$ cat config.mk
export PLATFORM = sky130hd
export DESIGN_NAME = io_sample_frame_parser_flat
export DESIGN_NICKNAME = d
export VERILOG_FILES = /design/src/hw/rtl/iosfp_pkg.sv /design/src/hw/rtl/iosfp_byte_if.sv /design/src/hw/rtl/iosfp_result_if.sv /design/src/hw/rtl/iosfp_front.sv /design/src/hw/rtl/iosfp_job_fifo.sv /design/src/hw/rtl/iosfp_back.sv /design/src/hw/rtl/io_sample_frame_parser.sv /design/src/flat_wrapper.sv
export SDC_FILE = /design/constraint.sdc
export NUM_CORES = 1
export LEC_CHECK = 0
export ABC_CLOCK_PERIOD_IN_PS = 5200
export BUFFER_PORTS_ARGS = -buffer_cell sky130_fd_sc_hd__buf_2
export CAP_MARGIN = 20
export CORE_ASPECT_RATIO = 1.1
export CORE_MARGIN = 8
export CORE_UTILIZATION = 50
export CTS_BUF_LIST = sky130_fd_sc_hd__clkbuf_4 sky130_fd_sc_hd__clkbuf_8
export CTS_CLUSTER_SIZE = 25
export DETAILED_ROUTE_END_ITERATION = 10
export PLACE_DENSITY = 0.71
export SYNTH_ARGS = -nofsm -noshare
export SYNTH_HDL_FRONTEND = slang
export SYNTH_SLANG_ARGS = --single-unit
$ cat constraint.sdc
create_clock -name clk -period 5.2 [get_ports clk]
set_clock_uncertainty 0.1 [all_clocks]
set_input_delay 0.52 -clock clk [delete_from_list [all_inputs] [get_ports clk]]
set_output_delay 0.52 -clock clk [all_outputs]
set_load 0.1 [all_outputs]
$ cat src/hw/rtl/iosfp_pkg.sv
// ----------------------------------------------------------------------------
// iosfp_pkg
// Types and constants shared by the I/O sample frame parser.
// ----------------------------------------------------------------------------
package iosfp_pkg;

    // Frame type bytes
    localparam logic [7:0] TYPE_ADDR64 = 8'h82;
    localparam logic [7:0] TYPE_ADDR16 = 8'h83;

    // Address length in bytes for each frame type
    localparam logic [3:0] ADDR64_BYTES = 4'd8;
    localparam logic [3:0] ADDR16_BYTES = 4'd2;

    // Channel mask layout
    localparam int NUM_DIGITAL    = 9;
    localparam int NUM_ANALOG     = 6;
    localparam int ANALOG_LSB     = 9;
    localparam logic [15:0] DIGITAL_MASK = 16'h01FF;

    // Analog channel index meaning "no more enabled analog channels"
    localparam logic [2:0] ANALOG_NONE = 3'd6;

    // Parse phases; order matters for the range checks at frame end
    typedef enum logic [3:0] {
        PH_TYPE  = 4'd0,
        PH_ADDR  = 4'd1,
        PH_RSSI  = 4'd2,
        PH_OPTS  = 4'd3,
        PH_COUNT = 4'd4,
        PH_MHI   = 4'd5,
        PH_MLO   = 4'd6,
        PH_DHI   = 4'd7,
        PH_DLO   = 4'd8,
        PH_AHI   = 4'd9,
        PH_ALO   = 4'd10,
        PH_DRAIN = 4'd11
    } phase_t;

    // Job opcodes; encoded as the result kind they produce
    typedef enum logic [2:0] {
        OP_HEADER    = 3'd0,
        OP_DIGITAL   = 3'd1,
        OP_ANALOG    = 3'd2,
        OP_BAD_TYPE  = 3'd3,
        OP_SHORT_HDR = 3'd4,
        OP_TRUNC     = 3'd5
    } op_t;

    // One job handed from the front end to the back end
    typedef struct packed {
        op_t         op;
        logic        tail_trunc;   // append a truncation result after the job
        logic [63:0] addr;
        logic        addr_long;
        logic [7:0]  rssi;
        logic [7:0]  opts;
        logic [9:0]  value;        // digital word or analog reading
        logic [3:0]  chan;         // analog channel
        logic [8:0]  dmask;        // enabled digital channels
    } job_t;

endpackage

$ cat src/hw/rtl/iosfp_byte_if.sv
// ----------------------------------------------------------------------------
// iosfp_byte_if
// Byte stream channel: one payload byte per beat plus end-of-frame flag.
// ----------------------------------------------------------------------------
interface iosfp_byte_if;
    logic       valid;
    logic       ready;
    logic [7:0] byte_in;
    logic       frame_end;

    modport source (output valid, output byte_in, output frame_end, input ready);
    modport sink   (input valid, input byte_in, input frame_end, output ready);
endinterface

$ cat src/hw/rtl/iosfp_result_if.sv
// ----------------------------------------------------------------------------
// iosfp_result_if
// Result channel: one parsed result per beat.
// ----------------------------------------------------------------------------
interface iosfp_result_if;
    logic        valid;
    logic        ready;
    logic [2:0]  kind;
    logic [3:0]  channel;
    logic [9:0]  sample_value;
    logic [63:0] source_address;
    logic        address_long;
    logic [7:0]  rssi;
    logic [7:0]  rx_options;
    logic        last_of_run;

    modport source (
        output valid, output kind, output channel, output sample_value,
        output source_address, output address_long, output rssi,
        output rx_options, output last_of_run, input ready
    );
    modport sink (
        input valid, input kind, input channel, input sample_value,
        input source_address, input address_long, input rssi,
        input rx_options, input last_of_run, output ready
    );
endinterface

$ cat src/hw/rtl/iosfp_front.sv
// ----------------------------------------------------------------------------
// iosfp_front
// Frame parser: walks the header and sample layout, one byte per beat,
// and issues a job for every byte that causes results.
// ----------------------------------------------------------------------------
module iosfp_front (
    input  logic              clk,
    input  logic              rst_n,
    iosfp_byte_if.sink        frame,
    input  logic              job_room,
    output logic              job_push,
    output iosfp_pkg::job_t   job
);

    iosfp_pkg::phase_t phase_reg, phase_next;
    logic [63:0] addr_reg, addr_next;
    logic        long_reg, long_next;
    logic [3:0]  cnt_reg, cnt_next;
    logic [7:0]  rssi_reg, rssi_next;
    logic [7:0]  samples_reg, samples_next;
    logic [15:0] mask_reg, mask_next;
    logic [7:0]  hi_reg, hi_next;
    logic [2:0]  aidx_reg, aidx_next;

    logic        accept;
    logic        job_valid;
    logic [15:0] mask_lo;
    logic [7:0]  samples_dec;
    logic [3:0]  cnt_dec;
    logic [2:0]  a_first;
    logic [2:0]  a_first_new;
    logic [2:0]  a_after;
    logic        has_digital;
    iosfp_pkg::phase_t phase_body;

    // Lowest enabled analog channel at or above 'from'; ANALOG_NONE if none
    function automatic logic [2:0] next_analog(input logic [5:0] en, input logic [2:0] from);
        logic [2:0] res;
        logic       found;
        res   = iosfp_pkg::ANALOG_NONE;
        found = 1'b0;
        for (int i = 0; i < iosfp_pkg::NUM_ANALOG; i++)
        begin
            if (!found && (3'(i) >= from) && en[i])
            begin
                res   = 3'(i);
                found = 1'b1;
            end
        end
        return res;
    endfunction

    assign accept      = frame.valid && frame.ready;
    assign frame.ready = job_room;
    assign job_push    = accept && job_valid;

    assign mask_lo     = {mask_reg[15:8], frame.byte_in};
    assign samples_dec = samples_reg - 8'd1;
    assign cnt_dec     = cnt_reg - 4'd1;
    assign has_digital = (mask_reg & iosfp_pkg::DIGITAL_MASK) != 16'd0;
    assign a_first     = next_analog(mask_reg[14:9], 3'd0);
    assign a_first_new = next_analog(mask_lo[14:9], 3'd0);
    assign a_after     = next_analog(mask_reg[14:9], aidx_reg + 3'd1);

    always_comb
    begin
        addr_next    = addr_reg;
        long_next    = long_reg;
        cnt_next     = cnt_reg;
        rssi_next    = rssi_reg;
        samples_next = samples_reg;
        mask_next    = mask_reg;
        hi_next      = hi_reg;
        aidx_next    = aidx_reg;
        phase_body   = phase_reg;
        phase_next   = phase_reg;

        job_valid      = 1'b0;
        job            = '0;
        job.op         = iosfp_pkg::OP_HEADER;
        job.addr       = addr_reg;
        job.addr_long  = long_reg;
        job.rssi       = rssi_reg;
        job.opts       = frame.byte_in;
        job.dmask      = mask_reg[8:0];
        job.chan       = {1'b0, aidx_reg};
        job.value      = {1'b0, hi_reg[0], frame.byte_in};

        unique case (phase_reg)
            iosfp_pkg::PH_TYPE:
            begin
                addr_next = '0;
                if (frame.byte_in == iosfp_pkg::TYPE_ADDR64)
                begin
                    long_next  = 1'b1;
                    cnt_next   = iosfp_pkg::ADDR64_BYTES;
                    phase_body = iosfp_pkg::PH_ADDR;
                end
                else if (frame.byte_in == iosfp_pkg::TYPE_ADDR16)
                begin
                    long_next  = 1'b0;
                    cnt_next   = iosfp_pkg::ADDR16_BYTES;
                    phase_body = iosfp_pkg::PH_ADDR;
                end
                else
                begin
                    job_valid  = 1'b1;
                    job.op     = iosfp_pkg::OP_BAD_TYPE;
                    phase_body = iosfp_pkg::PH_DRAIN;
                end
            end
            iosfp_pkg::PH_ADDR:
            begin
                addr_next = {addr_reg[55:0], frame.byte_in};
                cnt_next  = cnt_dec;
                if (cnt_dec == 4'd0)
                    phase_body = iosfp_pkg::PH_RSSI;
            end
            iosfp_pkg::PH_RSSI:
            begin
                rssi_next  = frame.byte_in;
                phase_body = iosfp_pkg::PH_OPTS;
            end
            iosfp_pkg::PH_OPTS:
            begin
                job_valid  = 1'b1;
                job.op     = iosfp_pkg::OP_HEADER;
                phase_body = iosfp_pkg::PH_COUNT;
            end
            iosfp_pkg::PH_COUNT:
            begin
                samples_next = frame.byte_in;
                phase_body   = iosfp_pkg::PH_MHI;
            end
            iosfp_pkg::PH_MHI:
            begin
                mask_next  = {frame.byte_in, 8'd0};
                phase_body = iosfp_pkg::PH_MLO;
            end
            iosfp_pkg::PH_MLO:
            begin
                mask_next = mask_lo;
                if (samples_reg == 8'd0 || mask_lo[14:0] == 15'd0)
                    phase_body = iosfp_pkg::PH_DRAIN;
                else if ((mask_lo & iosfp_pkg::DIGITAL_MASK) != 16'd0)
                    phase_body = iosfp_pkg::PH_DHI;
                else
                begin
                    aidx_next  = a_first_new;
                    phase_body = iosfp_pkg::PH_AHI;
                end
            end
            iosfp_pkg::PH_DHI:
            begin
                hi_next    = frame.byte_in;
                phase_body = iosfp_pkg::PH_DLO;
            end
            iosfp_pkg::PH_AHI:
            begin
                hi_next    = frame.byte_in;
                phase_body = iosfp_pkg::PH_ALO;
            end
            iosfp_pkg::PH_DLO:
            begin
                job_valid = 1'b1;
                job.op    = iosfp_pkg::OP_DIGITAL;
                if (a_first != iosfp_pkg::ANALOG_NONE)
                begin
                    aidx_next  = a_first;
                    phase_body = iosfp_pkg::PH_AHI;
                end
                else
                begin
                    samples_next = samples_dec;
                    if (samples_dec == 8'd0 || !has_digital)
                        phase_body = iosfp_pkg::PH_DRAIN;
                    else
                        phase_body = iosfp_pkg::PH_DHI;
                end
            end
            iosfp_pkg::PH_ALO:
            begin
                job_valid = 1'b1;
                job.op    = iosfp_pkg::OP_ANALOG;
                job.value = {hi_reg[1:0], frame.byte_in};
                if (a_after != iosfp_pkg::ANALOG_NONE)
                begin
                    aidx_next  = a_after;
                    phase_body = iosfp_pkg::PH_AHI;
                end
                else
                begin
                    samples_next = samples_dec;
                    if (samples_dec == 8'd0)
                        phase_body = iosfp_pkg::PH_DRAIN;
                    else if (has_digital)
                        phase_body = iosfp_pkg::PH_DHI;
                    else if (a_first != iosfp_pkg::ANALOG_NONE)
                    begin
                        aidx_next  = a_first;
                        phase_body = iosfp_pkg::PH_AHI;
                    end
                    else
                        phase_body = iosfp_pkg::PH_DRAIN;
                end
            end
            default:
            begin
                phase_body = iosfp_pkg::PH_DRAIN;
            end
        endcase

        phase_next = phase_body;

        // End of frame: flag short header or truncated samples
        if (frame.frame_end)
        begin
            phase_next = iosfp_pkg::PH_TYPE;
            if (phase_body >= iosfp_pkg::PH_ADDR && phase_body <= iosfp_pkg::PH_OPTS)
            begin
                job_valid = 1'b1;
                job.op    = iosfp_pkg::OP_SHORT_HDR;
            end
            else if (phase_body >= iosfp_pkg::PH_COUNT && phase_body <= iosfp_pkg::PH_ALO)
            begin
                if (phase_reg == iosfp_pkg::PH_DLO || !job_valid)
                begin
                    // cut digital word (its results are dropped) or no other job: the flag is the job
                    job_valid = 1'b1;
                    job.op    = iosfp_pkg::OP_TRUNC;
                end
                else
                    job.tail_trunc = 1'b1;
            end
        end
    end

    always_ff @(posedge clk or negedge rst_n)
    begin
        if (!rst_n)
        begin
            phase_reg   <= iosfp_pkg::PH_TYPE;
            addr_reg    <= '0;
            long_reg    <= 1'b0;
            cnt_reg     <= '0;
            rssi_reg    <= '0;
            samples_reg <= '0;
            mask_reg    <= '0;
            hi_reg      <= '0;
            aidx_reg    <= '0;
        end
        else if (accept)
        begin
            phase_reg   <= phase_next;
            addr_reg    <= addr_next;
            long_reg    <= long_next;
            cnt_reg     <= cnt_next;
            rssi_reg    <= rssi_next;
            samples_reg <= samples_next;
            mask_reg    <= mask_next;
            hi_reg      <= hi_next;
            aidx_reg    <= aidx_next;
        end
    end

endmodule

$ cat src/hw/rtl/iosfp_job_fifo.sv
// ----------------------------------------------------------------------------
// iosfp_job_fifo
// Small job queue between front end and back end.
// ----------------------------------------------------------------------------
module iosfp_job_fifo #(
    parameter int DEPTH = 4
) (
    input  logic            clk,
    input  logic            rst_n,
    input  logic            push,
    input  iosfp_pkg::job_t push_job,
    output logic            full,
    input  logic            pop,
    output logic            empty,
    output iosfp_pkg::job_t head
);

    localparam int AW = (DEPTH > 1) ? $clog2(DEPTH) : 1;
    localparam int CW = $clog2(DEPTH + 1);
    localparam logic [AW-1:0] LAST_SLOT = AW'(DEPTH - 1);
    localparam logic [CW-1:0] FULL_CNT  = CW'(DEPTH);

    iosfp_pkg::job_t slots [DEPTH];

    logic [AW-1:0] wr_reg, wr_next;
    logic [AW-1:0] rd_reg, rd_next;
    logic [CW-1:0] cnt_reg, cnt_next;
    logic          do_push, do_pop;

    assign full    = cnt_reg == FULL_CNT;
    assign empty   = cnt_reg == '0;
    assign do_push = push && !full;
    assign do_pop  = pop && !empty;
    assign head    = slots[rd_reg];

    always_comb
    begin
        wr_next  = wr_reg;
        rd_next  = rd_reg;
        cnt_next = cnt_reg;
        if (do_push)
            wr_next = (wr_reg == LAST_SLOT) ? '0 : wr_reg + AW'(1);
        if (do_pop)
            rd_next = (rd_reg == LAST_SLOT) ? '0 : rd_reg + AW'(1);
        if (do_push && !do_pop)
            cnt_next = cnt_reg + CW'(1);
        else if (do_pop && !do_push)
            cnt_next = cnt_reg - CW'(1);
    end

    always_ff @(posedge clk)
    begin
        if (do_push)
            slots[wr_reg] <= push_job;
    end

    always_ff @(posedge clk or negedge rst_n)
    begin
        if (!rst_n)
        begin
            wr_reg  <= '0;
            rd_reg  <= '0;
            cnt_reg <= '0;
        end
        else
        begin
            wr_reg  <= wr_next;
            rd_reg  <= rd_next;
            cnt_reg <= cnt_next;
        end
    end

endmodule

$ cat src/hw/rtl/iosfp_back.sv
// ----------------------------------------------------------------------------
// iosfp_back
// Result generator: expands each job into results, one per cycle unless
// the output is stalled, into an output register.
// ----------------------------------------------------------------------------
module iosfp_back (
    input  logic             clk,
    input  logic             rst_n,
    input  logic             job_empty,
    input  iosfp_pkg::job_t  job_head,
    output logic             job_pop,
    iosfp_result_if.source   result
);

    logic            busy_reg, busy_next;
    iosfp_pkg::job_t cur_reg;
    logic [8:0]      rem_reg, rem_next;
    logic            tail_reg, tail_next;

    logic            out_valid_reg;
    logic [2:0]      kind_reg;
    logic [3:0]      chan_reg;
    logic [9:0]      value_reg;
    logic [63:0]     addr_reg;
    logic            long_reg;
    logic [7:0]      rssi_reg;
    logic [7:0]      opts_reg;
    logic            last_reg;

    logic            slot_free;
    logic            step;
    logic            load;
    logic            done;
    logic            main_last;
    logic [8:0]      low_bit;
    logic [3:0]      low_idx;
    logic [2:0]      r_kind;
    logic [3:0]      r_chan;
    logic [9:0]      r_value;
    logic            r_last;
    logic            r_is_header;

    assign slot_free = !out_valid_reg || result.ready;
    assign step      = busy_reg && slot_free;

    // lowest pending digital channel
    assign low_bit = rem_reg & (~rem_reg + 9'd1);
    always_comb
    begin
        low_idx = '0;
        for (int i = iosfp_pkg::NUM_DIGITAL - 1; i >= 0; i--)
        begin
            if (rem_reg[i])
                low_idx = 4'(i);
        end
    end

    always_comb
    begin
        rem_next  = rem_reg;
        tail_next = tail_reg;
        r_kind    = cur_reg.op;
        r_chan    = '0;
        r_value   = '0;
        main_last = 1'b1;
        case (cur_reg.op)
            iosfp_pkg::OP_DIGITAL:
            begin
                r_chan    = low_idx;
                r_value   = {9'd0, cur_reg.value[low_idx]};
                rem_next  = rem_reg & ~low_bit;
                main_last = (rem_reg & ~low_bit) == 9'd0;
            end
            iosfp_pkg::OP_ANALOG:
            begin
                r_chan  = cur_reg.chan;
                r_value = cur_reg.value;
            end
            default:
            begin
            end
        endcase

        if (tail_reg)
        begin
            r_kind  = iosfp_pkg::OP_TRUNC;
            r_chan  = '0;
            r_value = '0;
            r_last  = 1'b1;
        end
        else
        begin
            r_last = main_last && !cur_reg.tail_trunc;
            if (main_last && cur_reg.tail_trunc)
                tail_next = 1'b1;
        end
        done = r_last;
    end

    assign r_is_header = !tail_reg && (cur_reg.op == iosfp_pkg::OP_HEADER);
    assign load        = !job_empty && (!busy_reg || (step && done));
    assign job_pop     = load;

    always_comb
    begin
        busy_next = busy_reg;
        if (load)
            busy_next = 1'b1;
        else if (step && done)
            busy_next = 1'b0;
    end

    always_ff @(posedge clk or negedge rst_n)
    begin
        if (!rst_n)
        begin
            busy_reg      <= 1'b0;
            out_valid_reg <= 1'b0;
        end
        else
        begin
            busy_reg <= busy_next;
            if (step)
                out_valid_reg <= 1'b1;
            else if (result.ready)
                out_valid_reg <= 1'b0;
        end
    end

    always_ff @(posedge clk)
    begin
        if (load)
        begin
            cur_reg  <= job_head;
            rem_reg  <= job_head.dmask;
            tail_reg <= 1'b0;
        end
        else if (step)
        begin
            rem_reg  <= rem_next;
            tail_reg <= tail_next;
        end

        if (step)
        begin
            kind_reg  <= r_kind;
            chan_reg  <= r_chan;
            value_reg <= r_value;
            addr_reg  <= r_is_header ? cur_reg.addr : 64'd0;
            long_reg  <= r_is_header ? cur_reg.addr_long : 1'b0;
            rssi_reg  <= r_is_header ? cur_reg.rssi : 8'd0;
            opts_reg  <= r_is_header ? cur_reg.opts : 8'd0;
            last_reg  <= r_last;
        end
    end

    assign result.valid          = out_valid_reg;
    assign result.kind           = kind_reg;
    assign result.channel        = chan_reg;
    assign result.sample_value   = value_reg;
    assign result.source_address = addr_reg;
    assign result.address_long   = long_reg;
    assign result.rssi           = rssi_reg;
    assign result.rx_options     = opts_reg;
    assign result.last_of_run    = last_reg;

endmodule

$ cat src/hw/rtl/io_sample_frame_parser.sv
// ----------------------------------------------------------------------------
// io_sample_frame_parser
// Parses I/O sample frame payloads into header, sample and error results.
// ----------------------------------------------------------------------------
// The block takes one payload byte per beat on 'frame' and emits results on
// 'result'. A front-end parser accepts a byte every cycle as long as the job
// queue (JOB_DEPTH entries) has room; bytes that cause results push one job.
// The back end turns a job into results at one result per cycle while the
// output is not stalled, so the sustained rate is set by that expansion: a
// digital word byte gives one result per enabled digital channel (up to
// nine; a word cut by the frame end gives only the truncation flag), every
// other result-bearing byte one or two, and all other bytes none. A byte's
// first result passes through the job queue, the back end's job register and
// the output register. last_of_run marks the final result of a byte.
// ----------------------------------------------------------------------------
module io_sample_frame_parser #(
    parameter int JOB_DEPTH = 4
) (
    input  logic           clk,
    input  logic           rst_n,
    iosfp_byte_if.sink     frame,
    iosfp_result_if.source result
);

    iosfp_pkg::job_t push_job;
    iosfp_pkg::job_t head_job;
    logic            push;
    logic            pop;
    logic            full;
    logic            empty;

    // header walk and sample layout tracking
    iosfp_front u_front (
        .clk      (clk),
        .rst_n    (rst_n),
        .frame    (frame),
        .job_room (!full),
        .job_push (push),
        .job      (push_job)
    );

    // decouples byte intake from result expansion
    iosfp_job_fifo #(
        .DEPTH (JOB_DEPTH)
    ) u_fifo (
        .clk      (clk),
        .rst_n    (rst_n),
        .push     (push),
        .push_job (push_job),
        .full     (full),
        .pop      (pop),
        .empty    (empty),
        .head     (head_job)
    );

    // one result per cycle into the output register while it is not stalled
    iosfp_back u_back (
        .clk       (clk),
        .rst_n     (rst_n),
        .job_empty (empty),
        .job_head  (head_job),
        .job_pop   (pop),
        .result    (result)
    );

endmodule

$ cat src/flat_wrapper.sv
// flat-port wrapper written by rule: the top's interface ports become plain ports
module io_sample_frame_parser_flat 
#(
    parameter int JOB_DEPTH = 4
)
  (clk, rst_n, frame_valid, frame_byte_in, frame_frame_end, frame_ready, result_valid, result_kind, result_channel, result_sample_value, result_source_address, result_address_long, result_rssi, result_rx_options, result_last_of_run, result_ready);
  iosfp_byte_if frame_i ();
  iosfp_result_if result_i ();
  input  logic clk;
  input  logic rst_n;
  input wire logic [$bits(frame_i.valid)-1:0] frame_valid;
  input wire logic [$bits(frame_i.byte_in)-1:0] frame_byte_in;
  input wire logic [$bits(frame_i.frame_end)-1:0] frame_frame_end;
  output wire logic [$bits(frame_i.ready)-1:0] frame_ready;
  output wire logic [$bits(result_i.valid)-1:0] result_valid;
  output wire logic [$bits(result_i.kind)-1:0] result_kind;
  output wire logic [$bits(result_i.channel)-1:0] result_channel;
  output wire logic [$bits(result_i.sample_value)-1:0] result_sample_value;
  output wire logic [$bits(result_i.source_address)-1:0] result_source_address;
  output wire logic [$bits(result_i.address_long)-1:0] result_address_long;
  output wire logic [$bits(result_i.rssi)-1:0] result_rssi;
  output wire logic [$bits(result_i.rx_options)-1:0] result_rx_options;
  output wire logic [$bits(result_i.last_of_run)-1:0] result_last_of_run;
  input wire logic [$bits(result_i.ready)-1:0] result_ready;
  assign frame_i.valid = frame_valid;
  assign frame_i.byte_in = frame_byte_in;
  assign frame_i.frame_end = frame_frame_end;
  assign frame_ready = frame_i.ready;
  assign result_valid = result_i.valid;
  assign result_kind = result_i.kind;
  assign result_channel = result_i.channel;
  assign result_sample_value = result_i.sample_value;
  assign result_source_address = result_i.source_address;
  assign result_address_long = result_i.address_long;
  assign result_rssi = result_i.rssi;
  assign result_rx_options = result_i.rx_options;
  assign result_last_of_run = result_i.last_of_run;
  assign result_i.ready = result_ready;
  io_sample_frame_parser #(.JOB_DEPTH(JOB_DEPTH)) u_core (.clk(clk), .rst_n(rst_n), .frame(frame_i), .result(result_i));
endmodule
==> results.cfg <==
[synthesis]
yosysSeqAreaShare_pct = 75.8
ys.flop_type = edfxtp_1
syn_nets = 1622
synth_seq_cells = 713
avgSynthCellArea_um2 = 17.2
ys_warn_count = 0
syn_inst = 1593
mappedNetlistArea_um2 = 27400
async_reset_ff_share_pct = 16.5
synth-edff-count = 594
synth.distinct_cells = 86

[clock_network]
cts_resized = 0
cts.htree.levels = 3
clk_latency_ns = 0.72
cts_tree = yes
cts.path.max_buffers = 3
numCtsBuffers = 105
clkTransAtPathRegs_ns = 0.08
cts_setup_buffers = 0
cts_hold_buf = 3
cts.sinks = 713
root_buffer = clkbuf_8

[timing]
worstMarginPinSlew_ns = 0.983
timing.final.hold_violations = 0
max_freq_ghz = 0.236
rsz0062_at_grt = false
fin_ws_ns = 0.959
holdWs_ns = 0.0709
timing.final.crit_share_pct = 81.6
fin_crit_ns = 4.24
setup-violations-final = 0
setup_tns_ns = 0
relSlewSlack_pct = 34.5
maxSlewViolCount = 0

[finish]
layout_common_cells = edfxtp_1 (594), nand2_1 (189), clkbuf_8 (126)
drive_gt1_share_pct = 26.0
largest_reg_flops = 396
fillers = 4059
final_nets = 1798
areaGrowthSynthToFinish_pct = 14.4
stdcell_count = 2599
final_common_cell = edfxtp_1

[worst_setup_path]
start_kind = register
crit_start = u_core.u_front.aidx_reg[0]
arrival_ns = 4.51
cp_max_fo = 38
path_class = reg2reg
crit_required_ns = 5.47
r2r-start = u_core.u_front.aidx_reg[0]
cp-end-kind = register

[floorplan]
die_y_um = 262
start_util_pct = 50.3
std_cell_rows = 90
die_x_um = 239
io_pins = 114
coreArea_um2 = 54500
dieArea_um2 = 62600

[placement]
gp_congestion = 0.794
placedCellCount = 2395
port_buffers = 113
pre_cts_ws_ns = 0.972
dp_hpwl_um = 34300

[global_route]
gr-usage-all-layers_pct = 18.1
grt_max_degree = 92
grt_overflow = 0
grt_pass1_wl_um = 86900
antenna_found_initial = 1
grt_pass1_vias = 15000

[route]
wl_per_cell_um = 21.5
routed_via_density = 5.55
wl_um = 56000
drt_first_pass_iters = 6
num_vias = 14400
ant_nets = 0
drt_iter0_drc = 1125
drcViolationCount = 0

[power_and_ir_drop]
power_density_nw_per_um2 = 661
peakVddDrop_uv = 399
total_power_w = 0.0207
p_leak_nw = 11.7

[status]
outcome = finished, final reports clean

[worst_hold_path]
min-delay-start = frame_byte_in[7]
hold_class = in2reg

[flow_run]
max-cap-violations = 0
[cell type report]
type | count | area, um2 | share of cell area (%)
flip-flops and latches | 713 | 20800 | 66.3
multi-input cells | 779 | 6270 | 20.0
clock buffers | 161 | 2000 | 6.36
well taps | 736 | 921 | 2.93
repair buffers | 147 | 893 | 2.85
clock inverters | 38 | 385 | 1.23
inverters | 23 | 86.3 | 0.275
diodes | 2 | 5.00 | 0.0159
[worst max-delay path: stages, from the launching register on]
cell and delay (ns):
dfrtp_1 0.62, inv_1 0.09, ha_1 0.35, nor2b_1 0.18, o21ai_1 0.15, a41oi_1 0.40, nor4_2 0.08, a211o_4 0.38
o31ai_4 0.45, and2_4 0.67, buf_4 0.39
[worst paths after layout]
| kind | end | slack (ns) | cells past startpoint |
|---|---|---|---|
| worst max register to register | u_core.u_fifo.slots[0][95] | 0.96 | 10 |
| worst min-delay path | u_core.u_front.mask_reg[7] | 0.07 | 3 |
| min in group asynchronous | u_core.u_front.addr_reg[16] | 0.19 | 2 |
| max in group asynchronous | u_core.u_back.busy_reg | 3.71 | 3 |
| worst min register to register | u_core.u_back.result.valid | 0.40 | 1 |
| worst max-delay path | u_core.u_fifo.slots[0][95] | 0.96 | 10 |
[cell families (layout without fill, tap and decap cells)]
family          after synthesis  after routing  synth area share [%]
flops                       713            713                  75.8
fa+ha+maj                    18             18                 0.834
xor+xnor                      7              7                 0.223
compound gates              136            136                  3.49
other cells                   0              2                     0
mux                         127            127                  9.25
buf+inv                     101            369                  1.43
simple gates                491            491                  8.93
[where the power goes]
group          internal, W  switching (W)  total [W]
registers          0.00858       0.000991    0.00957
logic              0.00201        0.00426    0.00626
clock network      0.00281        0.00210    0.00491
total               0.0134        0.00735     0.0207
[synthesized netlist by cell type (6+ instances only)]
| cell | n | area share (%) |
|---|---|---|
| dfrtp_1 | 118 | 11 |
| clkbuf_1 | 53 | 0.72 |
| mux2i_1 | 11 | 0.40 |
| nor2b_1 | 8 | 0.18 |
| mux4_2 | 99 | 8.1 |
| o21ai_0 | 39 | 0.71 |
| o31ai_1 | 6 | 0.16 |
| and3_1 | 6 | 0.14 |
| nor2_1 | 48 | 0.66 |
| nand2_1 | 190 | 2.6 |
| nor3_1 | 19 | 0.35 |
| inv_1 | 21 | 0.29 |
| nand3_1 | 82 | 1.5 |
| mux2_2 | 10 | 0.41 |
| and2_1 | 98 | 2.2 |
| edfxtp_1 | 594 | 65 |
| nand2b_1 | 7 | 0.16 |
| buf_1 | 19 | 0.26 |
| a31oi_1 | 6 | 0.14 |
| a21oi_1 | 21 | 0.38 |
| ha_1 | 15 | 0.68 |
[metrics by stage]
stage / util [%] / instance area [um2]
after detailed placement: 53.1 / 29000
after floorplan: - / 27400
after global placement: 53.1 / 29000
after CTS: 57.6 / 31400
final: 57.6 / 31400
after global routing: 57.6 / 31400
[routing by layer]
| metal | vias to the layer above | global-route usage, % | routed length (um) |
|---|---|---|---|
| met4 | 0 | 5.83 | 1180 |
| met3 | 88 | 3.44 | 3200 |
| met1 | 7406 | 23.4 | 23200 |
| li1 | 6476 | - | - |
| met2 | 466 | 31.0 | 28400 |
| met5 | - | 0 | 0 |
No activity file was read; power rests on OpenSTA's default activity.
